===== src/design/apf_pkg.sv =====
// Shared types and constants for the articulation point finder.
// Holds command codes, result kinds and the controller/datapath buses.
// No dependencies; compile first.
package apf_pkg;

	localparam int DefMaxVertices = 16;
	localparam int CountWidth     = 5;
	localparam int VertexWidth    = 4;
	localparam int CmdWidth       = 2;
	localparam int MaxPoints      = 15;
	localparam logic [CountWidth-1:0] CountReset = 5'd16;

	typedef enum logic [CmdWidth-1:0] {
		CMD_ADD    = 2'd0,
		CMD_CLEAR  = 2'd1,
		CMD_SEARCH = 2'd2
	} cmd_t;

	localparam logic KIND_POINT = 1'b0;
	localparam logic KIND_END   = 1'b1;

	// Controller to datapath
	typedef struct packed {
		logic add_edge;
		logic clear_graph;
		logic search_init;
		logic root_next;
		logic root_start;
		logic scan;
		logic pop;
		logic finish_root;
		logic emit_skip;
		logic emit_point;
		logic emit_end;
	} dp_cmd_t;

	// Datapath to controller
	typedef struct packed {
		logic root_done;
		logic root_visited;
		logic top_done;
		logic stack_empty;
		logic emit_done;
		logic cut_hit;
		logic out_free;
	} dp_status_t;

endpackage


===== src/design/apf_if.sv =====
// Channel interfaces for the articulation point finder.
// Depends on apf_pkg for field widths.
interface apf_req_if;
	logic                            valid;
	logic                            ready;
	logic [apf_pkg::CmdWidth-1:0]    command;
	logic [apf_pkg::VertexWidth-1:0] vertex_a;
	logic [apf_pkg::VertexWidth-1:0] vertex_b;
	modport source (output valid, command, vertex_a, vertex_b, input ready);
	modport sink (input valid, command, vertex_a, vertex_b, output ready);
endinterface

interface apf_rsp_if;
	logic                            valid;
	logic                            ready;
	logic                            kind;
	logic [apf_pkg::VertexWidth-1:0] vertex;
	logic                            last;
	modport source (output valid, kind, vertex, last, input ready);
	modport sink (input valid, kind, vertex, last, output ready);
endinterface


===== src/design/apf_ctrl.sv =====
// Sequencer for the articulation point finder: accepts commands and
// steps the datapath through root scan, depth-first walk and reporting.
// Depends on apf_pkg.
module apf_ctrl (
	input  logic                         clk,
	input  logic                         arst_n,
	input  logic                         in_valid,
	input  logic [apf_pkg::CmdWidth-1:0] in_command,
	output logic                         in_ready,
	input  apf_pkg::dp_status_t          status,
	output apf_pkg::dp_cmd_t             cmd
);
	import apf_pkg::*;

	typedef enum logic [3:0] {
		ST_IDLE = 4'b0001,
		ST_ROOT = 4'b0010,
		ST_WALK = 4'b0100,
		ST_EMIT = 4'b1000
	} state_t;

	state_t state_q, state_d;

	// Next state and datapath commands
	always_comb begin
		state_d  = state_q;
		cmd      = '0;
		in_ready = 1'b0;
		unique case (state_q)
			ST_IDLE: begin
				in_ready = 1'b1;
				if (in_valid) begin
					unique case (in_command)
						CMD_ADD:    cmd.add_edge    = 1'b1;
						CMD_CLEAR:  cmd.clear_graph = 1'b1;
						CMD_SEARCH: begin
							cmd.search_init = 1'b1;
							state_d         = ST_ROOT;
						end
						default: ;
					endcase
				end
			end
			ST_ROOT: begin
				priority if (status.root_done) begin
					state_d = ST_EMIT;
				end else if (status.root_visited) begin
					cmd.root_next = 1'b1;
				end else begin
					cmd.root_start = 1'b1;
					state_d        = ST_WALK;
				end
			end
			ST_WALK: begin
				priority if (!status.top_done) begin
					cmd.scan = 1'b1;
				end else if (!status.stack_empty) begin
					cmd.pop = 1'b1;
				end else begin
					cmd.finish_root = 1'b1;
					state_d         = ST_ROOT;
				end
			end
			ST_EMIT: begin
				priority if (status.emit_done) begin
					if (status.out_free) begin
						cmd.emit_end = 1'b1;
						state_d      = ST_IDLE;
					end
				end else if (status.cut_hit) begin
					if (status.out_free) cmd.emit_point = 1'b1;
				end else begin
					cmd.emit_skip = 1'b1;
				end
			end
			default: state_d = ST_IDLE;
		endcase
	end

	// Hold state
	always_ff @(posedge clk or negedge arst_n) begin
		if (!arst_n) begin
			state_q <= ST_IDLE;
		end else begin
			state_q <= state_d;
		end
	end

endmodule


===== src/design/apf_dp.sv =====
// Datapath of the articulation point finder: adjacency matrix, visit
// marks, discovery times, walk stack, cut flags and result register.
// Depends on apf_pkg.
module apf_dp #(
	parameter int MAX_VERTICES = apf_pkg::DefMaxVertices
) (
	input  logic                            clk,
	input  logic                            arst_n,
	input  logic                            cfg_we,
	input  logic [apf_pkg::CountWidth-1:0]  cfg_wdata,
	input  logic [apf_pkg::VertexWidth-1:0] vertex_a,
	input  logic [apf_pkg::VertexWidth-1:0] vertex_b,
	input  apf_pkg::dp_cmd_t                cmd,
	output apf_pkg::dp_status_t             status,
	output logic                            out_valid,
	input  logic                            out_ready,
	output logic                            out_kind,
	output logic [apf_pkg::VertexWidth-1:0] out_vertex,
	output logic                            out_last
);
	import apf_pkg::*;

	localparam int VW = $clog2(MAX_VERTICES);
	localparam int CW = $clog2(MAX_VERTICES + 1);
	localparam int EW = (CW > CountWidth) ? CW : CountWidth;
	localparam logic [CW-1:0] MaxV = CW'(MAX_VERTICES);

	logic [CountWidth-1:0]   count_q;
	logic [MAX_VERTICES-1:0] adj_q [MAX_VERTICES];
	logic [MAX_VERTICES-1:0] visited_q;
	logic [MAX_VERTICES-1:0] cut_q;
	logic [CW-1:0]           disc_q [MAX_VERTICES];
	logic [VW-1:0]           stk_v_q [MAX_VERTICES];
	logic [CW-1:0]           stk_next_q [MAX_VERTICES];
	logic [CW-1:0]           stk_low_q [MAX_VERTICES];
	logic [CW-1:0]           stk_disc_q [MAX_VERTICES];
	logic [VW-1:0]           cur_v_q, root_q;
	logic [CW-1:0]           cur_next_q, cur_low_q, cur_disc_q;
	logic [CW-1:0]           depth_q, clock_q, root_idx_q, emit_idx_q;
	logic [VertexWidth-1:0]  emit_cnt_q;
	logic [1:0]              children_q;
	logic                    out_valid_q, out_kind_q, out_last_q;
	logic [VertexWidth-1:0]  out_vertex_q;

	logic [EW-1:0] a_ext, b_ext, cnt_ext;
	logic          edge_ok;
	logic [VW-1:0] a_idx, b_idx, nb, r_idx, p_idx;
	logic [CW-1:0] n_eff, clock_inc, depth_dec;
	logic          nb_edge, nb_seen;

	// Clamp the vertex count and check edge endpoints
	always_comb begin
		a_ext     = EW'(vertex_a);
		b_ext     = EW'(vertex_b);
		cnt_ext   = EW'(count_q);
		edge_ok   = (a_ext < EW'(MAX_VERTICES)) && (b_ext < EW'(MAX_VERTICES));
		a_idx     = a_ext[VW-1:0];
		b_idx     = b_ext[VW-1:0];
		n_eff     = (cnt_ext > EW'(MAX_VERTICES)) ? MaxV : cnt_ext[CW-1:0];
		nb        = cur_next_q[VW-1:0];
		r_idx     = root_idx_q[VW-1:0];
		depth_dec = depth_q - CW'(1);
		p_idx     = depth_dec[VW-1:0];
		clock_inc = clock_q + CW'(1);
		nb_edge   = adj_q[cur_v_q][nb];
		nb_seen   = visited_q[nb];
	end

	// Status for the sequencer
	always_comb begin
		status.root_done    = root_idx_q >= n_eff;
		status.root_visited = visited_q[r_idx];
		status.top_done     = cur_next_q >= n_eff;
		status.stack_empty  = depth_q == '0;
		status.emit_done    = (emit_idx_q == MaxV) ||
			(emit_cnt_q == VertexWidth'(MaxPoints));
		status.cut_hit      = cut_q[emit_idx_q[VW-1:0]];
		status.out_free     = !out_valid_q || out_ready;
	end

	// Vertex count register
	always_ff @(posedge clk or negedge arst_n) begin
		if (!arst_n) begin
			count_q <= CountReset;
		end else if (cfg_we) begin
			count_q <= cfg_wdata;
		end
	end

	// Adjacency matrix: set both directions, or clear all
	always_ff @(posedge clk or negedge arst_n) begin
		if (!arst_n) begin
			for (int k = 0; k < MAX_VERTICES; k++) adj_q[k] <= '0;
		end else if (cmd.clear_graph) begin
			for (int k = 0; k < MAX_VERTICES; k++) adj_q[k] <= '0;
		end else if (cmd.add_edge && edge_ok) begin
			adj_q[a_idx][b_idx] <= 1'b1;
			adj_q[b_idx][a_idx] <= 1'b1;
		end
	end

	// Walk control registers
	always_ff @(posedge clk or negedge arst_n) begin
		if (!arst_n) begin
			visited_q  <= '0;
			cut_q      <= '0;
			depth_q    <= '0;
			clock_q    <= '0;
			root_idx_q <= '0;
			emit_idx_q <= '0;
			emit_cnt_q <= '0;
			children_q <= '0;
		end else begin
			if (cmd.search_init) begin
				visited_q  <= '0;
				cut_q      <= '0;
				depth_q    <= '0;
				clock_q    <= '0;
				root_idx_q <= '0;
				emit_idx_q <= '0;
				emit_cnt_q <= '0;
			end
			if (cmd.root_next) root_idx_q <= root_idx_q + CW'(1);
			if (cmd.root_start) begin
				visited_q[r_idx] <= 1'b1;
				clock_q          <= clock_inc;
				children_q       <= '0;
			end
			if (cmd.scan && nb_edge && !nb_seen) begin
				visited_q[nb] <= 1'b1;
				clock_q       <= clock_inc;
				depth_q       <= depth_q + CW'(1);
				if (cur_v_q == root_q && children_q != 2'd2) children_q <= children_q + 2'd1;
			end
			if (cmd.pop) begin
				depth_q <= depth_dec;
				if (stk_v_q[p_idx] != root_q && cur_low_q >= stk_disc_q[p_idx])
					cut_q[stk_v_q[p_idx]] <= 1'b1;
			end
			if (cmd.finish_root) begin
				if (children_q == 2'd2) cut_q[root_q] <= 1'b1;
				root_idx_q <= root_idx_q + CW'(1);
			end
			if (cmd.emit_skip) emit_idx_q <= emit_idx_q + CW'(1);
			if (cmd.emit_point) begin
				emit_idx_q <= emit_idx_q + CW'(1);
				emit_cnt_q <= emit_cnt_q + VertexWidth'(1);
			end
		end
	end

	// Top frame, discovery times and saved frames
	always_ff @(posedge clk) begin
		if (cmd.root_start) begin
			root_q          <= r_idx;
			cur_v_q         <= r_idx;
			cur_next_q      <= '0;
			cur_low_q       <= clock_inc;
			cur_disc_q      <= clock_inc;
			disc_q[r_idx]   <= clock_inc;
		end
		if (cmd.scan) begin
			if (nb_edge && !nb_seen) begin
				stk_v_q[depth_q[VW-1:0]]    <= cur_v_q;
				stk_next_q[depth_q[VW-1:0]] <= cur_next_q + CW'(1);
				stk_low_q[depth_q[VW-1:0]]  <= cur_low_q;
				stk_disc_q[depth_q[VW-1:0]] <= cur_disc_q;
				disc_q[nb] <= clock_inc;
				cur_v_q    <= nb;
				cur_next_q <= '0;
				cur_low_q  <= clock_inc;
				cur_disc_q <= clock_inc;
			end else begin
				cur_next_q <= cur_next_q + CW'(1);
				if (nb_edge && disc_q[nb] < cur_low_q) cur_low_q <= disc_q[nb];
			end
		end
		if (cmd.pop) begin
			cur_v_q    <= stk_v_q[p_idx];
			cur_next_q <= stk_next_q[p_idx];
			cur_disc_q <= stk_disc_q[p_idx];
			cur_low_q  <= (cur_low_q < stk_low_q[p_idx]) ? cur_low_q : stk_low_q[p_idx];
		end
	end

	// Result register
	always_ff @(posedge clk or negedge arst_n) begin
		if (!arst_n) begin
			out_valid_q <= 1'b0;
		end else if (cmd.emit_point || cmd.emit_end) begin
			out_valid_q <= 1'b1;
		end else if (out_ready) begin
			out_valid_q <= 1'b0;
		end
	end

	always_ff @(posedge clk) begin
		if (cmd.emit_point) begin
			out_kind_q   <= KIND_POINT;
			out_vertex_q <= VertexWidth'(emit_idx_q);
			out_last_q   <= 1'b0;
		end else if (cmd.emit_end) begin
			out_kind_q   <= KIND_END;
			out_vertex_q <= '0;
			out_last_q   <= 1'b1;
		end
	end

	assign out_valid  = out_valid_q;
	assign out_kind   = out_kind_q;
	assign out_vertex = out_vertex_q;
	assign out_last   = out_last_q;

endmodule


===== src/design/articulation_point_finder_unit.sv =====
// Articulation point finder. Add and clear complete without leaving the idle state.
// A search for n vertices in use scans each adjacency bit of each
// visited vertex in the walk loop, with root scan and stack pops, then
// steps through the report slots; then an end marker.
// Sequential: the next request is taken once the end marker is issued; result stalls delay it.
// Reset clears the matrix, the walk control and sets the vertex count to 16.
module articulation_point_finder_unit #(
	parameter int MAX_VERTICES = apf_pkg::DefMaxVertices
) (
	input  logic                           clk,
	input  logic                           arst_n,
	input  logic                           cfg_we,
	input  logic [apf_pkg::CountWidth-1:0] cfg_wdata,
	apf_req_if.sink                        request,
	apf_rsp_if.source                      result
);
	import apf_pkg::*;

	dp_cmd_t    cmd;
	dp_status_t status;

	apf_ctrl u_ctrl (
		.clk        (clk),
		.arst_n     (arst_n),
		.in_valid   (request.valid),
		.in_command (request.command),
		.in_ready   (request.ready),
		.status     (status),
		.cmd        (cmd)
	);

	apf_dp #(
		.MAX_VERTICES(MAX_VERTICES)
	) u_dp (
		.clk        (clk),
		.arst_n     (arst_n),
		.cfg_we     (cfg_we),
		.cfg_wdata  (cfg_wdata),
		.vertex_a   (request.vertex_a),
		.vertex_b   (request.vertex_b),
		.cmd        (cmd),
		.status     (status),
		.out_valid  (result.valid),
		.out_ready  (result.ready),
		.out_kind   (result.kind),
		.out_vertex (result.vertex),
		.out_last   (result.last)
	);

endmodule


===== src/flat_wrapper.sv =====
// flat-port wrapper written by rule: the top's interface ports become plain ports
module articulation_point_finder_unit_flat import apf_pkg::*;
#(
	parameter int MAX_VERTICES = apf_pkg::DefMaxVertices
)
  (clk, arst_n, cfg_we, cfg_wdata, request_valid, request_command, request_vertex_a, request_vertex_b, request_ready, result_valid, result_kind, result_vertex, result_last, result_ready);
  apf_req_if request_i ();
  apf_rsp_if result_i ();
  input  logic clk;
  input  logic arst_n;
  input  logic cfg_we;
  input  logic [apf_pkg::CountWidth-1:0] cfg_wdata;
  input wire logic [$bits(request_i.valid)-1:0] request_valid;
  input wire logic [$bits(request_i.command)-1:0] request_command;
  input wire logic [$bits(request_i.vertex_a)-1:0] request_vertex_a;
  input wire logic [$bits(request_i.vertex_b)-1:0] request_vertex_b;
  output wire logic [$bits(request_i.ready)-1:0] request_ready;
  output wire logic [$bits(result_i.valid)-1:0] result_valid;
  output wire logic [$bits(result_i.kind)-1:0] result_kind;
  output wire logic [$bits(result_i.vertex)-1:0] result_vertex;
  output wire logic [$bits(result_i.last)-1:0] result_last;
  input wire logic [$bits(result_i.ready)-1:0] result_ready;
  assign request_i.valid = request_valid;
  assign request_i.command = request_command;
  assign request_i.vertex_a = request_vertex_a;
  assign request_i.vertex_b = request_vertex_b;
  assign request_ready = request_i.ready;
  assign result_valid = result_i.valid;
  assign result_kind = result_i.kind;
  assign result_vertex = result_i.vertex;
  assign result_last = result_i.last;
  assign result_i.ready = result_ready;
  articulation_point_finder_unit #(.MAX_VERTICES(MAX_VERTICES)) u_core (.clk(clk), .arst_n(arst_n), .cfg_we(cfg_we), .cfg_wdata(cfg_wdata), .request(request_i), .result(result_i));
endmodule

===== config.mk =====
export PLATFORM = sky130hd
export DESIGN_NAME = articulation_point_finder_unit_flat
export DESIGN_NICKNAME = d
export VERILOG_FILES = /design/src/design/apf_pkg.sv /design/src/design/apf_if.sv /design/src/design/apf_ctrl.sv /design/src/design/apf_dp.sv /design/src/design/articulation_point_finder_unit.sv /design/src/flat_wrapper.sv
export SDC_FILE = /design/constraint.sdc
export NUM_CORES = 1
export LEC_CHECK = 0
export BUFFER_PORTS_ARGS = -buffer_cell sky130_fd_sc_hd__buf_4
export CORE_MARGIN = 3
export CORE_UTILIZATION = 30
export CTS_BUF_LIST = sky130_fd_sc_hd__clkbuf_16
export DETAILED_ROUTE_END_ITERATION = 10
export GPL_TIMING_DRIVEN = 0
export REMOVE_ABC_BUFFERS = 1
export SKIP_LAST_GASP = 1
export SYNTH_ARGS = -nofsm -noshare
export SYNTH_HDL_FRONTEND = slang
export SYNTH_SLANG_ARGS = --single-unit

===== constraint.sdc =====
create_clock -name clk -period 7.1 [get_ports clk]
set_clock_uncertainty 0.1 [all_clocks]
set_input_delay 0.71 -clock clk [delete_from_list [all_inputs] [get_ports clk]]
set_output_delay 0.71 -clock clk [all_outputs]
set_load 0.02 [all_outputs]

# Word level (Yosys, flattened, before mapping)
# Memory sizes are Yosys's and may differ from the RTL's. A register that Yosys moved wholly into a read port is not among the register bits.
# Index checks and enable logic that the tools add are counted.
[word_totals] reg_bits=352 mem_bits_rw=384 in_bits=20 out_inout_bits=8 word_cells=245 mem_count=5
[memory_table] name="u_core.u_dp.disc_q" words=16 width=5 rd=1 rd_clocked_by_memory_dff=1 write_ports=1 line_no="apf_dp.sv:32" text="logic [CW-1:0] disc_q [MAX_VERTICES];"
[memory_table] name="u_core.u_dp.stk_disc_q" words=16 width=5 rd=1 rd_clocked_by_memory_dff=0 write_ports=1 line_no="apf_dp.sv:36" text="logic [CW-1:0] stk_disc_q [MAX_VERTICES];"
[memory_table] name="u_core.u_dp.stk_low_q" words=16 width=5 rd=1 rd_clocked_by_memory_dff=0 write_ports=1 line_no="apf_dp.sv:35" text="logic [CW-1:0] stk_low_q [MAX_VERTICES];"
[memory_table] name="u_core.u_dp.stk_next_q" words=16 width=5 rd=1 rd_clocked_by_memory_dff=0 write_ports=1 line_no="apf_dp.sv:34" text="logic [CW-1:0] stk_next_q [MAX_VERTICES];"
[memory_table] name="u_core.u_dp.stk_v_q" words=16 width=4 rd=1 rd_clocked_by_memory_dff=0 write_ports=1 line_no="apf_dp.sv:33" text="logic [VW-1:0] stk_v_q [MAX_VERTICES];"
[op_classes] n_addsub=8 order_cmp=24 eq_ne=20 mux=113 n_bitwise=9 reduce_logical=32
[ops] op="2-to-1 mux 256 bit" count=2
[ops] op="bitwise OR 256 bit" count=2
[ops] op="2-to-1 mux 16 bit" count=12
[ops] op="demux 16 bit (select 4 bit)" count=2
[ops] op="2-to-1 mux 5 bit" count=25
[ops] op="2-to-1 mux 4 bit" count=18
[ops] op="binary-select mux 16 bit (select 4 bit)" count=1
[ops] op="bitwise OR 16 bit" count=4
[ops] op="< comparator 4 x 5 -> 1 bit (second input constant)" count=7
[ops] op="2-to-1 mux 1 bit" count=31
[ops] op="adder 5 x 1 -> 5 bit (second input constant)" count=5
[ops] op="demux 1 bit (select 4 bit)" count=6
[ops] op="greater-or-equal comparator 4 x 1 -> 1 bit (second input constant)" count=6
[ops] op="binary-select mux 1 bit (select 4 bit)" count=4
[ops] op="case mux 4 bit (4 select lines)" count=1
[ops] op="greater-or-equal comparator 5 bit" count=3
[ops] op="greater-or-equal comparator 5 bit (second input constant)" count=3
[ops] op="NOT 4 -> 5 bit" count=3
[ops] op="nonzero test 3 bit" count=5
[ops] op="logical AND 1 bit" count=14
[ops] op="2-to-1 mux 2 bit" count=7
[ops] op="2-to-1 mux 3 bit" count=4
[ops] op="< comparator 5 x 1 -> 1 bit (second input constant)" count=2
[ops] op="< comparator 5 bit" count=2
[ops] op="other kinds (23)" count=37

# Longest topological paths before layout
# Gate-level depths: netlist of run 1.
[depth] depth_word=12 mapped_depth=21 mapped_depth_nobuf=13

# Cells and area by module
# From an unflattened synthesis of run 1, not the netlist that was laid out.
[unflattened] cells_unflattened=2465 hier_area_um2=33184.3
[by_module_without_submodules] mod="apf_dp" n_inst=1 cells_each=2426 area_per_inst_um2=32836.5 seq_area_each_um2=20360.8
[by_module_without_submodules] mod="apf_ctrl" n_inst=1 cells_each=39 area_per_inst_um2=347.8 seq_area_each_um2=101.3

# Worst setup path after synthesis of run 1
# Ideal clock, no wire load.
[synth_timing] path_type="register to register" from="reg u_core.u_dp.depth_q[0]" to="reg u_core.u_dp.cut_q[5]" setup_ns=0.120 arrival_time_ns=5.342 required_time_ns=6.880 slack_ns=1.538 path_stages_with_launch=22 n_path_buf=8 synth_period_minus_slack_ns=5.562 cell_sequence="dfrtp_1 -> buf_2 -> buf_2 -> buf_2 -> buf_2 -> buf_2 -> inv_1 -> ha_1 -> buf_2 -> buf_1 -> clkbuf_1 -> mux4_2 -> mux4_2 -> ha_1 -> nand2b_1 -> a21oi_1 -> nor2b_1 -> o21ai_0 -> nand2b_1 -> a21oi_1 -> nor3b_1 -> a31o_2"
[synth_via] elab_chain_len=12 elab_cells_between_ends=22 classes_between="1 x add/sub; 3 x order compare; 1 x eq/ne; 10 x mux; 2 x bitwise; 3 x reduce/logical; 2 x memory"
[synth_lines] item="from (decl)" line_no="apf_dp.sv:39" text="logic [CW-1:0] depth_q, clock_q, root_idx_q, emit_idx_q;"
[synth_lines] item="from (signal assigned)" line_no="apf_dp.sv:132" text="depth_q <= depth_q + CW'(1);"
[synth_lines] item="from (signal assigned)" line_no="apf_dp.sv:136" text="depth_q <= depth_dec;"
[synth_lines] item="subtractor 5 x 1 -> 5 bit" line_no="apf_dp.sv:62" text="depth_dec = depth_q - CW'(1);"
[synth_lines] item="memory (16 x 4 bit)"
[synth_lines] item="< comparator 4 x 5 -> 1 bit (not written as such) / greater-or-equal comparator 4 x 1 -> 1 bit (equally long branches)" line_no="apf_dp.sv:138" text="cut_q[stk_v_q[p_idx]] <= 1'b1;"
[synth_lines] item="logical AND 1 bit (not written as such)" line_no="apf_dp.sv:138"
[synth_lines] item="2-to-1 mux 1 bit (not written as such)" line_no="apf_dp.sv:138"
[synth_lines] item="demux 1 bit (select 4 bit)" line_no="apf_dp.sv:138"
[synth_lines] item="bitwise OR 16 bit (no line)"
[synth_lines] item="2-to-1 mux 16 bit" line_no="apf_dp.sv:137" text="if (stk_v_q[p_idx] != root_q && cur_low_q >= stk_disc_q[p_idx])"
[synth_lines] item="2-to-1 mux 16 bit" line_no="apf_dp.sv:135" text="if (cmd.pop) begin"
[synth_lines] item="bitwise OR 16 bit (no line)"
[synth_lines] item="2-to-1 mux 16 bit" line_no="apf_dp.sv:141" text="if (children_q == 2'd2) cut_q[root_q] <= 1'b1;"
[synth_lines] item="2-to-1 mux 16 bit (*)" line_no="apf_dp.sv:140" text="if (cmd.finish_root) begin"
[synth_lines] item="to (signal assigned)" line_no="apf_dp.sv:116" text="cut_q <= '0;"
[synth_lines] item="to (signal, indexed assignment)" line_no="apf_dp.sv:138"
[synth_lines] item="to (signal, indexed assignment)" line_no="apf_dp.sv:141"
[synth_lines] item="to (decl)" line_no="apf_dp.sv:31" text="logic [MAX_VERTICES-1:0] cut_q;"
# Mark *: on every way between the ends. The rest lies on a longest branch, timed or not.
# A chain may end at the register's enable or synchronous reset.

# Final worst setup path of run 1
[layout_timing] from="reg u_core.u_dp.cur_next_q[0]" to="mem u_core.u_dp.stk_low_q[1][1] (netlist bit) (enable)"
[layout_via] elab_chain_len=7 elab_cells_between_ends=12 classes_between="1 x order compare; 9 x mux; 2 x reduce/logical"
[layout_lines] item="from (decl)" line_no="apf_dp.sv:38" text="logic [CW-1:0] cur_next_q, cur_low_q, cur_disc_q;"
[layout_lines] item="from (signal assigned)" line_no="apf_dp.sv:174" text="cur_next_q <= cur_next_q + CW'(1);"
[layout_lines] item="from (signal assigned)" line_no="apf_dp.sv:180" text="cur_next_q <= stk_next_q[p_idx];"
[layout_lines] item="binary-select mux 1 bit (select 4 bit)" line_no="apf_dp.sv:66" text="nb_seen = visited_q[nb];"
[layout_lines] item="2-to-1 mux 1 bit (not written as such)" line_no="apf_dp.sv:66"
[layout_lines] item="zero test 1 bit" line_no="apf_dp.sv:163" text="if (nb_edge && !nb_seen) begin"
[layout_lines] item="logical AND 1 bit" line_no="apf_dp.sv:163"
[layout_lines] item="2-to-1 mux 1 bit" line_no="apf_dp.sv:163"
[layout_lines] item="2-to-1 mux 1 bit (*)" line_no="apf_dp.sv:162" text="if (cmd.scan) begin"
[layout_lines] item="2-to-1 mux 1 bit (not written as such) (*)" line_no="apf_dp.sv:166" text="stk_low_q[depth_q[VW-1:0]] <= cur_low_q;"
[layout_lines] item="to (decl)" line_no="apf_dp.sv:35"
# Mark *: on every way between the ends. The rest lies on a longest branch, timed or not. The select of a mux whose other input is x is not followed.

==> flow_metrics.env, run 1 <==
export IMPL_period_minus_slack_ns=6.39
export IMPL_drtAntennaViolNets=0
export IMPL_start_util_pct=30.4
export IMPL_cts_setup_buffers=0
export IMPL_crit_path_end="u_core.u_dp.stk_low_q[1][1]"
export IMPL_overflow=0
export IMPL_timing_final_max_slew_violations=0
export IMPL_ys_ff_latch=740
export IMPL_root_buffer="clkbuf_16"
export IMPL_cp_max_fo=24
export IMPL_ys_flop_type="edfxtp_1"
export IMPL_drcViolationCount=0
export IMPL_first_pass_iters=7
export IMPL_htree_levels=3
export IMPL_cts_tree="done"
export IMPL_hold_viol_final=0
export IMPL_ioPinCount=28
export IMPL_final_fill_count=10200
export IMPL_clock_sinks=740
export IMPL_stdcell_count=3684
export IMPL_grt_usage_pct=15.1
export IMPL_grt_pass1_wl_um=131000
export IMPL_setup_violations=0
export IMPL_gp_congestion=0.856
export IMPL_r2r_start="u_core.u_dp.cur_next_q[0]"
export IMPL_drive_gt1_share_pct=18.7
export IMPL_p_leak_nw=13.7
export IMPL_r2r_slack_ns=0.71
export IMPL_routed_wl_um=85600
export IMPL_setup_worst_path_end_class="flip-flop"
export IMPL_via_per_inst=5.58
export IMPL_critPathLaunch="u_core.u_dp.cur_next_q[0]"
export IMPL_netlist_instances=2238
export IMPL_fmax_mhz=156
export IMPL_nets=2283
export IMPL_diodes=0
export IMPL_yosysTopAreaCell="edfxtp_1"
export IMPL_synth_edf_count=402
export IMPL_reg2regPathDepth=12
export IMPL_min_path_type="input port to flip-flop"
export IMPL_clk_pin_slew_ns=0.06
export IMPL_cts_buffer_depth=3
export IMPL_syn_to_final_growth_pct=14.2
export IMPL_ys_top_cells_by_area="edfxtp_1 (37%), dfrtp_1 (25%), mux4_2 (11%), o21a_1 (5.9%), o22ai_1 (2.6%)"
export IMPL_drv_cap=0
export IMPL_hold_path_startpoint="cfg_we"
export IMPL_power_density_nw_per_um2=288
export IMPL_peakVddDrop_mv=0.197
export IMPL_dp_hpwl_um=54800
export IMPL_r2r_end="u_core.u_dp.stk_low_q[1][1]"
export IMPL_placed_cell_area_um2=34900
export IMPL_antenna_found_initial=0
export IMPL_dp_cells=3547
export IMPL_grt_pass1_vias=21100
export IMPL_ys_types=71
export IMPL_drt_initial_drc_count=1988
export IMPL_worstSkewPairLatency_ns=0.65
export IMPL_die_area_um2=113000
export IMPL_synthTopCellsByCount="edfxtp_1 (402), dfrtp_1 (322), o21a_1 (256)"
export IMPL_worstSetupPathType="flip-flop to flip-flop"
export IMPL_fin_crit_sh_pct=90.0
export IMPL_synth_top_area_share_pct=36.8
export IMPL_synth_most_common_cell="edfxtp_1"
export IMPL_finalSetupTns_ns=0
export IMPL_max_slew_margin_rel_pct=9.79
export IMPL_regArea_um2=20500
export IMPL_cp_required_ns=7.35
export IMPL_port_buffers=27
export IMPL_wire_per_inst_um=23.2
export IMPL_rows=120
export IMPL_synthesis_area_um2=32800
export IMPL_whs_ns=0.176
export IMPL_cp_start_kind="flip-flop"
export IMPL_yosysWarnings=0
export IMPL_die_y_um=337
export IMPL_status="finished clean"
export IMPL_core_area_um2=108000
export IMPL_post_route_util_pct=34.7
export IMPL_design_area_um2=37500
export IMPL_die_width_um=337
export IMPL_synth_seq_area_share_pct=62.4
export IMPL_numCtsBuffers=76
export IMPL_syn_avg_cell_area_um2=14.7
export IMPL_arrival_ns=6.64
export IMPL_worstMarginPinSlew_ns=1.33
export IMPL_rsz0062_at_grt="no"
export IMPL_multi_input_area_um2=11700
export IMPL_async_flop_share_pct=43.8
export IMPL_route_vias_total=20600
export IMPL_grt_max_degree=122
[metal layers]
metal / vias up / global-route usage, % / wire, um
met3: 156 / 2.96 / 6130
met2: 876 / 24.7 / 41500
met1: 10700 / 20.5 / 35800
met5: - / 0 / 0
li1: 8786 / - / -
met4: 0 / 4.05 / 2190
[worst min path at each step]
stage / depth (start not counted) / endpoint / slack (ns)
CTS: 2 / u_core.u_dp.cnt_ext[4] / 0.14
floorplan: 0 / u_core.u_ctrl.state_q[1] / 0.31
finish: 2 / u_core.u_dp.cnt_ext[4] / 0.18
detailed placement: 1 / u_core.u_dp.adj_q[158] / 0.37
global route: 2 / u_core.u_dp.cnt_ext[2] / 0.18
global placement: 1 / u_core.u_dp.adj_q[18] / 0.37
[power by group]
group	internal, W	switching [W]
registers	0.00474	0.000218
logic	0.000724	0.00106
clock network	0.00230	0.00174
[critical path, stage by stage (launching register included)]
cell      delay [ns]
edfxtp_1        1.15
inv_1           0.71
ha_1            0.48
nand2b_1        0.14
a21o_1          0.18
a21o_1          0.17
a21o_1          0.25
a2111o_4        0.60
a21oi_2         0.70
nand2_1         0.43
nor3_2          0.74
buf_6           0.25
buf_6           0.16
[repair_timing]
action	4_1_cts	5_1_grt
hold buffers	1	0
resized for setup	0	0
hold endpoints to repair	5	0
setup endpoints to repair	0	0
[registers in the layout (all words and copies together) (netlist names), 16 cells and up, named ones only]
| name | flops |
|---|---|
| u_core.u_dp.stk_v_q | 64 |
| u_core.u_dp.stk_low_q | 80 |
| u_core.u_dp.visited_q | 16 |
| u_core.u_dp.stk_next_q | 80 |
| u_core.u_dp.adj_q | 256 |
| u_core.u_dp.cut_q | 16 |
| u_core.u_dp.disc_q | 80 |
| u_core.u_dp.stk_disc_q | 80 |
[cell type report]
class                   instances  share of cell area, %
clock buffers                  79                   5.28
multi-input cells            1300                   31.3
well taps                    1403                   4.69
inverters                      43                  0.431
clock inverters                57                   1.47
repair buffers                 62                   2.18
flip-flops and latches        740                   54.7
[cells by family after synthesis]
logic type,Yosys count,share of synthesized area (%)
AOI/OAI and AO/OA,632,13.9
xor gates and xnor gates,17,0.454
adders and majority gates,40,1.53
and+or+nand+nor,379,5.61
DFF,740,62.4
buffers and inverters,198,2.52
muxes,232,13.6
[per-stage QoR]
step / total power, W / setup slack [ns]
2_1_floorplan: 0.00608 / -0.766
3_3_place_gp: 0.00674 / -5.94
3_5_place_dp: 0.00681 / 0.727
4_1_cts: 0.0109 / 0.719
5_1_grt: 0.0112 / 0.470
6_report: 0.0108 / 0.707
[cell usage in the layout (no fill, tap or decap), types with 10 or more instances in the layout]
cell type,Yosys,final
edfxtp_1,402,402
dfrtp_1,322,321
o21a_1,256,256
mux4_2,166,166
o22ai_1,138,138
nand2_1,127,125
clkbuf_16,0,79
nor2_1,72,60
inv_1,42,52
nand3_1,52,51
mux2i_1,48,48
ha_1,40,39
o21ai_0,38,38
a21oi_1,36,36
buf_4,12,31
nor2b_1,24,24
nand2b_1,22,22
and2_1,19,19
a22oi_1,19,19
o31ai_1,19,19
clkinv_2,0,17
a31o_2,16,16
nor3_1,18,14
mux2_2,14,14
nand4_1,14,14
a21o_1,13,13
a32oi_1,12,12
a211oi_1,12,12
nor2_4,0,12
buf_16,0,12
a22o_1,11,11
a221o_1,11,11
clkinv_1,1,10
(Power assumes the default switching activity.)
==> run 2, diff against run 1 <==
- PLACE_DENSITY: not set -> 0.51
- SKIP_LAST_GASP: 1 -> not set
==> run 2 against run 1 <==
Global-route usage up 0.75 points. Final cell count up 0.27%. Via count down 1.8%. Flip-flop and latch count unchanged. Sequential power about the same. Combinational power about the same. Non-clock buffer count up 6. Critical path depth unchanged. Clock power down 2%. First-iteration DRC count down 10%. Die area unchanged. Worst setup slack better by 0.17 ns. Critical path type unchanged. Critical endpoint is now u_core.u_dp.stk_next_q[1][1].
==> flow_metrics.env, run 2 (synthesized netlist as in run 1, its figures left out) <==
export IMPL_syn_to_final_growth_pct=14.3
export IMPL_worstSkewPairLatency_ns=0.66
export IMPL_p_leak_nw=13.8
export IMPL_fin_crit_sh_pct=87.7
export IMPL_final_common_cell="edfxtp_1"
export IMPL_routed_wl_um=89900
export IMPL_diodes=0
export IMPL_p_seq_share_pct=46.2
export IMPL_clock_sinks=740
export IMPL_rows=120
export IMPL_status="finished clean"
export IMPL_r2r_slack_ns=0.88
export IMPL_power_density_nw_per_um2=285
export IMPL_peakVddDrop_mv=0.193
export IMPL_path_buf_inv=3
export IMPL_overflow=0
export IMPL_worstSetupPathType="flip-flop to flip-flop"
export IMPL_fmax_mhz=161
export IMPL_die_area_um2=113000
export IMPL_largest_register_ffs=256
export IMPL_grt_usage_pct=15.8
export IMPL_die_width_um=337
export IMPL_period_minus_slack_ns=6.22
export IMPL_crit_family="compound AO/OA/AOI/OAI gates"
export IMPL_first_pass_iters=6
export IMPL_nets=2291
export IMPL_cts_tree="done"
export IMPL_comb_power_share_pct=16.8
export IMPL_die_y_um=337
export IMPL_drtAntennaViolNets=0
export IMPL_final_cell_mix="edfxtp_1 (402), dfrtp_1 (321), o21a_1 (256)"
export IMPL_drive_gt1_share_pct=18.2
export IMPL_dp_hpwl_um=57900
export IMPL_core_area_um2=108000
export IMPL_setup_violations=0
export IMPL_rsz0062_at_grt="no"
export IMPL_cp_required_ns=7.36
export IMPL_htree_levels=3
export IMPL_fin_ws_ns=0.875
export IMPL_drcViolationCount=0
export IMPL_post_route_util_pct=34.8
export IMPL_power_switching_w=0.00304
export IMPL_max_stage_delay_ns=1.07
export IMPL_setup_worst_path_end_class="flip-flop"
export IMPL_clk_pin_slew_ns=0.06
export IMPL_arrival_ns=6.49
export IMPL_timing_final_max_slew_violations=0
export IMPL_p_sw_share_pct=28.4
export IMPL_cp_max_fo=24
export IMPL_hold_viol_final=0
export IMPL_numCtsBuffers=78
export IMPL_crit_path_cell_trace="inv_1 > ha_1 > nand2b_1 > a21o_1 > a21o_1 > a21o_1 > a2111o_4 > a21oi_2 > nand2_1 > nor3_2 > buf_8 > buf_6"
export IMPL_top_register="u_core.u_dp.adj_q"
export IMPL_via_per_inst=5.46
export IMPL_route_vias_total=20200
export IMPL_max_slew_margin_rel_pct=15.1
export IMPL_grt_max_degree=114
export IMPL_p_int_w=0.00766
export IMPL_root_buffer="clkbuf_16"
export IMPL_cts_setup_buffers=0
export IMPL_p_clk_share_pct=37.0
export IMPL_min_path_type="input port to flip-flop"
export IMPL_cts_buffer_depth=3
export IMPL_grt_pass1_wl_um=135000
export IMPL_grt_pass1_vias=20800
export IMPL_ioPinCount=28
export IMPL_worstMarginPinSlew_ns=1.27
export IMPL_drt_initial_drc_count=1782
export IMPL_wire_per_inst_um=24.3
export IMPL_cp_start_kind="flip-flop"
export IMPL_drv_cap=0
export IMPL_start_util_pct=30.4
export IMPL_antenna_found_initial=0
export IMPL_cpMaxStageDelayCell="edfxtp_1"
export IMPL_gp_congestion=0.828
export IMPL_critPathMostFrequentCell="a21o_1"
export IMPL_port_buffers=27
export IMPL_dp_slack_ns=0.751
-- run 2: power groups by stage --
stage | Combinational, W | Clock [W] | Sequential [W]
after floorplan | 0.00108 | 0 | 0.00499
after CTS | 0.00182 | 0.00405 | 0.00494
final | 0.00180 | 0.00396 | 0.00494
after global placement | 0.00167 | 0 | 0.00512
after global routing | 0.00196 | 0.00422 | 0.00496
after detailed placement | 0.00181 | 0 | 0.00503
-- run 2: layer usage --
layer	track usage [%]	routed length (um)
met1	21.7	39400
met2	25.7	43200
met3	2.67	4650
met4	4.75	2580
met5	0	0
-- run 2: metrics by stage --
step                      TNS [ns]  instances  hold slack [ns]  total power (W)  cell area, um2
after floorplan             -13.89       2083            0.314          0.00608           32100
after global placement    -1965.01       3513            0.369          0.00679           34100
after detailed placement         0       3551            0.374          0.00684           35000
after CTS                        0       3692            0.109           0.0108           37400
after global routing             0       3694            0.149           0.0111           37500
final                            0       3694            0.154           0.0107           37500
-- run 2: cell type report --
class	count	area, um2
clock buffers	79	1980
clock inverters	61	500
fillers	10400	70300
inverters	43	161
multi-input cells	1300	11700
flip-flops and latches	740	20500
well taps	1403	1760
repair buffers	68	896
-- run 2: final timing paths --
check	start	endpoint	cells after the start
setup / recovery	u_core.u_dp.cur_next_q[0]	u_core.u_dp.stk_next_q[1][1]	12
hold / removal	cfg_we	u_core.u_dp.cnt_ext[4]	2
setup reg to reg	u_core.u_dp.cur_next_q[0]	u_core.u_dp.stk_next_q[1][1]	12
hold reg to reg	u_core.u_dp.adj_q[65]	u_core.u_dp.adj_q[65]	1
max in group asynchronous	arst_n	u_core.u_dp.adj_q[223]	5
min in group asynchronous	arst_n	u_core.u_dp.cut_q[5]	2
-- run 2: what timing repair did --
item	in CTS	in global routing
gates resized for setup	0	0
hold buffers	1	0
endpoints found under the hold margin	22	0
==> run 3, diff against run 2 <==
- clock period: 7.1 -> 5.95 ns (I/O delays scaled with it)
==> run 3 against run 2 <==
First-iteration DRC count is 3.8% lower. Clock-buffer cell count stayed put. Via count is 0.22% higher. Worst setup slack worse by 0.63 ns. Global-route usage hardly changed. Routed wire length hardly changed. Cell area hardly changed. Flip-flop and latch count stayed put. Maximum frequency is 9.2% higher. Critical endpoint is now u_core.u_dp.stk_v_q[3][0].
==> flow_metrics.env, run 3 (synthesized netlist as in run 1, its figures left out) <==
export IMPL_start_util_pct=30.4
export IMPL_port_buffers=27
export IMPL_rows=120
export IMPL_largest_register_ffs=256
export IMPL_reg2regPathDepth=12
export IMPL_drv_cap=0
export IMPL_setup_worst_path_end_class="flip-flop"
export IMPL_drt_initial_drc_count=1715
export IMPL_drtAntennaViolNets=0
export IMPL_die_width_um=337
export IMPL_finalSetupTns_ns=0
export IMPL_worstMarginPinSlew_ns=1.27
export IMPL_p_leak_nw=13.8
export IMPL_fin_crit_sh_pct=95.8
export IMPL_p_total_w=0.0128
export IMPL_antenna_found_initial=0
export IMPL_die_y_um=337
export IMPL_diodes=0
export IMPL_final_fill_count=10300
export IMPL_whs_ns=0.0541
export IMPL_final_cell_mix="edfxtp_1 (402), dfrtp_1 (321), o21a_1 (256)"
export IMPL_met3_usage_pct=2.56
export IMPL_worstSkewPairLatency_ns=0.66
export IMPL_worstSetupPathType="flip-flop to flip-flop"
export IMPL_wire_per_inst_um=24.3
export IMPL_max_slew_margin_rel_pct=14.8
export IMPL_timing_final_max_slew_violations=0
export IMPL_min_path_cells=3
export IMPL_stdcell_count=3697
export IMPL_drcViolationCount=0
export IMPL_grt_pass1_wl_um=136000
export IMPL_root_buffer="clkbuf_16"
export IMPL_period_minus_slack_ns=5.70
export IMPL_overflow=0
export IMPL_grt_usage_pct=15.8
export IMPL_route_vias_total=20200
export IMPL_met2_usage_pct=25.9
export IMPL_arrival_ns=5.96
export IMPL_routed_wl_um=89900
export IMPL_gp_congestion=0.828
export IMPL_fmax_mhz=175
export IMPL_cts_buffer_depth=3
export IMPL_clk_pin_slew_ns=0.06
export IMPL_fin_ws_ns=0.248
export IMPL_die_area_um2=113000
export IMPL_cp_required_ns=6.21
export IMPL_cts_tree="done"
export IMPL_rsz0062_at_grt="no"
export IMPL_dp_slack_ns=-0.399
export IMPL_hold_viol_final=0
export IMPL_grt_pass1_vias=20800
export IMPL_core_area_um2=108000
export IMPL_first_pass_iters=6
export IMPL_cp_max_fo=22
export IMPL_numCtsBuffers=78
export IMPL_setup_violations=0
export IMPL_htree_levels=3
export IMPL_drive_gt1_share_pct=18.2
export IMPL_syn_to_final_growth_pct=14.3
export IMPL_globalRouteMet1Util_pct=21.8
export IMPL_peakVddDrop_mv=0.231
export IMPL_nets=2294
export IMPL_ioPinCount=28
export IMPL_grt_max_degree=114
export IMPL_clock_sinks=740
export IMPL_status="finished clean"
export IMPL_dp_hpwl_um=57900
export IMPL_final_common_cell="edfxtp_1"
export IMPL_min_path_type="input port to flip-flop"
export IMPL_dp_cells=3551
export IMPL_via_per_inst=5.47
export IMPL_r2r_slack_ns=0.25
export IMPL_busiest_layer="met2"
export IMPL_power_density_nw_per_um2=340
export IMPL_cp_start_kind="flip-flop"
export IMPL_top_register="u_core.u_dp.adj_q"
## run 3: power breakdown
group / internal [W] / total [W] / switching, W / leakage (nW)
Sequential: 0.00565 / 0.00589 / 0.000240 / 8.26
Combinational: 0.000867 / 0.00215 / 0.00128 / 4.22
Clock: 0.00262 / 0.00472 / 0.00210 / 1.29
Total: 0.00914 / 0.0128 / 0.00362 / 13.8
## run 3: path summary, 6_finish.rpt
kind | from | to
max in group asynchronous | arst_n | u_core.u_dp.adj_q[223]
hold reg to reg | u_core.u_dp.adj_q[242] | u_core.u_dp.adj_q[242]
hold / removal | cfg_wdata[4] | u_core.u_dp.cnt_ext[4]
setup reg to reg | u_core.u_dp.cur_next_q[0] | u_core.u_dp.stk_v_q[3][0]
setup / recovery | u_core.u_dp.cur_next_q[0] | u_core.u_dp.stk_v_q[3][0]
min in group asynchronous | arst_n | u_core.u_dp.cut_q[5]
## run 3: what timing repair did
action / 4_1_cts / 5_1_grt
hold buffers: 2 / 0
buffers inserted: 1 / 0
hold endpoints to repair: 23 / 0
setup endpoints to repair: 196 / 24
resized for setup: 1 / 2
## run 3: worst max-delay path, cell delays in order (launching register included)
cell	delay (ns)
edfxtp_1	0.86
inv_1	0.58
ha_1	0.44
nand2b_1	0.15
a21o_1	0.18
a21o_1	0.18
a21o_1	0.24
a2111o_4	0.61
a21oi_2	0.65
nand2_1	0.38
nor3_2	0.64
buf_6	0.22
buf_6	0.16
## run 3: metal layers
metal | part of all wire, % | vias to the layer above
met5 | 0 | -
met2 | 48 | 634
met1 | 44 | 10600
li1 | - | 8799
met4 | 2.8 | 0
met3 | 5.1 | 153
## run 3: area by class of cell
| class | instances | area, um2 | share of cell area [%] |
|---|---|---|---|
| repair buffers | 71 | 922 | 2.46 |
| inverters | 43 | 161 | 0.430 |
| multi-input cells | 1300 | 11700 | 31.2 |
| clock buffers | 79 | 1980 | 5.27 |
| flip-flops and latches | 740 | 20500 | 54.6 |
| clock inverters | 61 | 500 | 1.33 |
| well taps | 1403 | 1760 | 4.68 |
## run 3: per-stage QoR
step                      cell area, um2  util (%)
after floorplan                    32100         -
after global placement             34100      31.6
after detailed placement           35000      32.4
after CTS                          37500      34.7
after global routing               37500      34.8
final                              37500      34.8
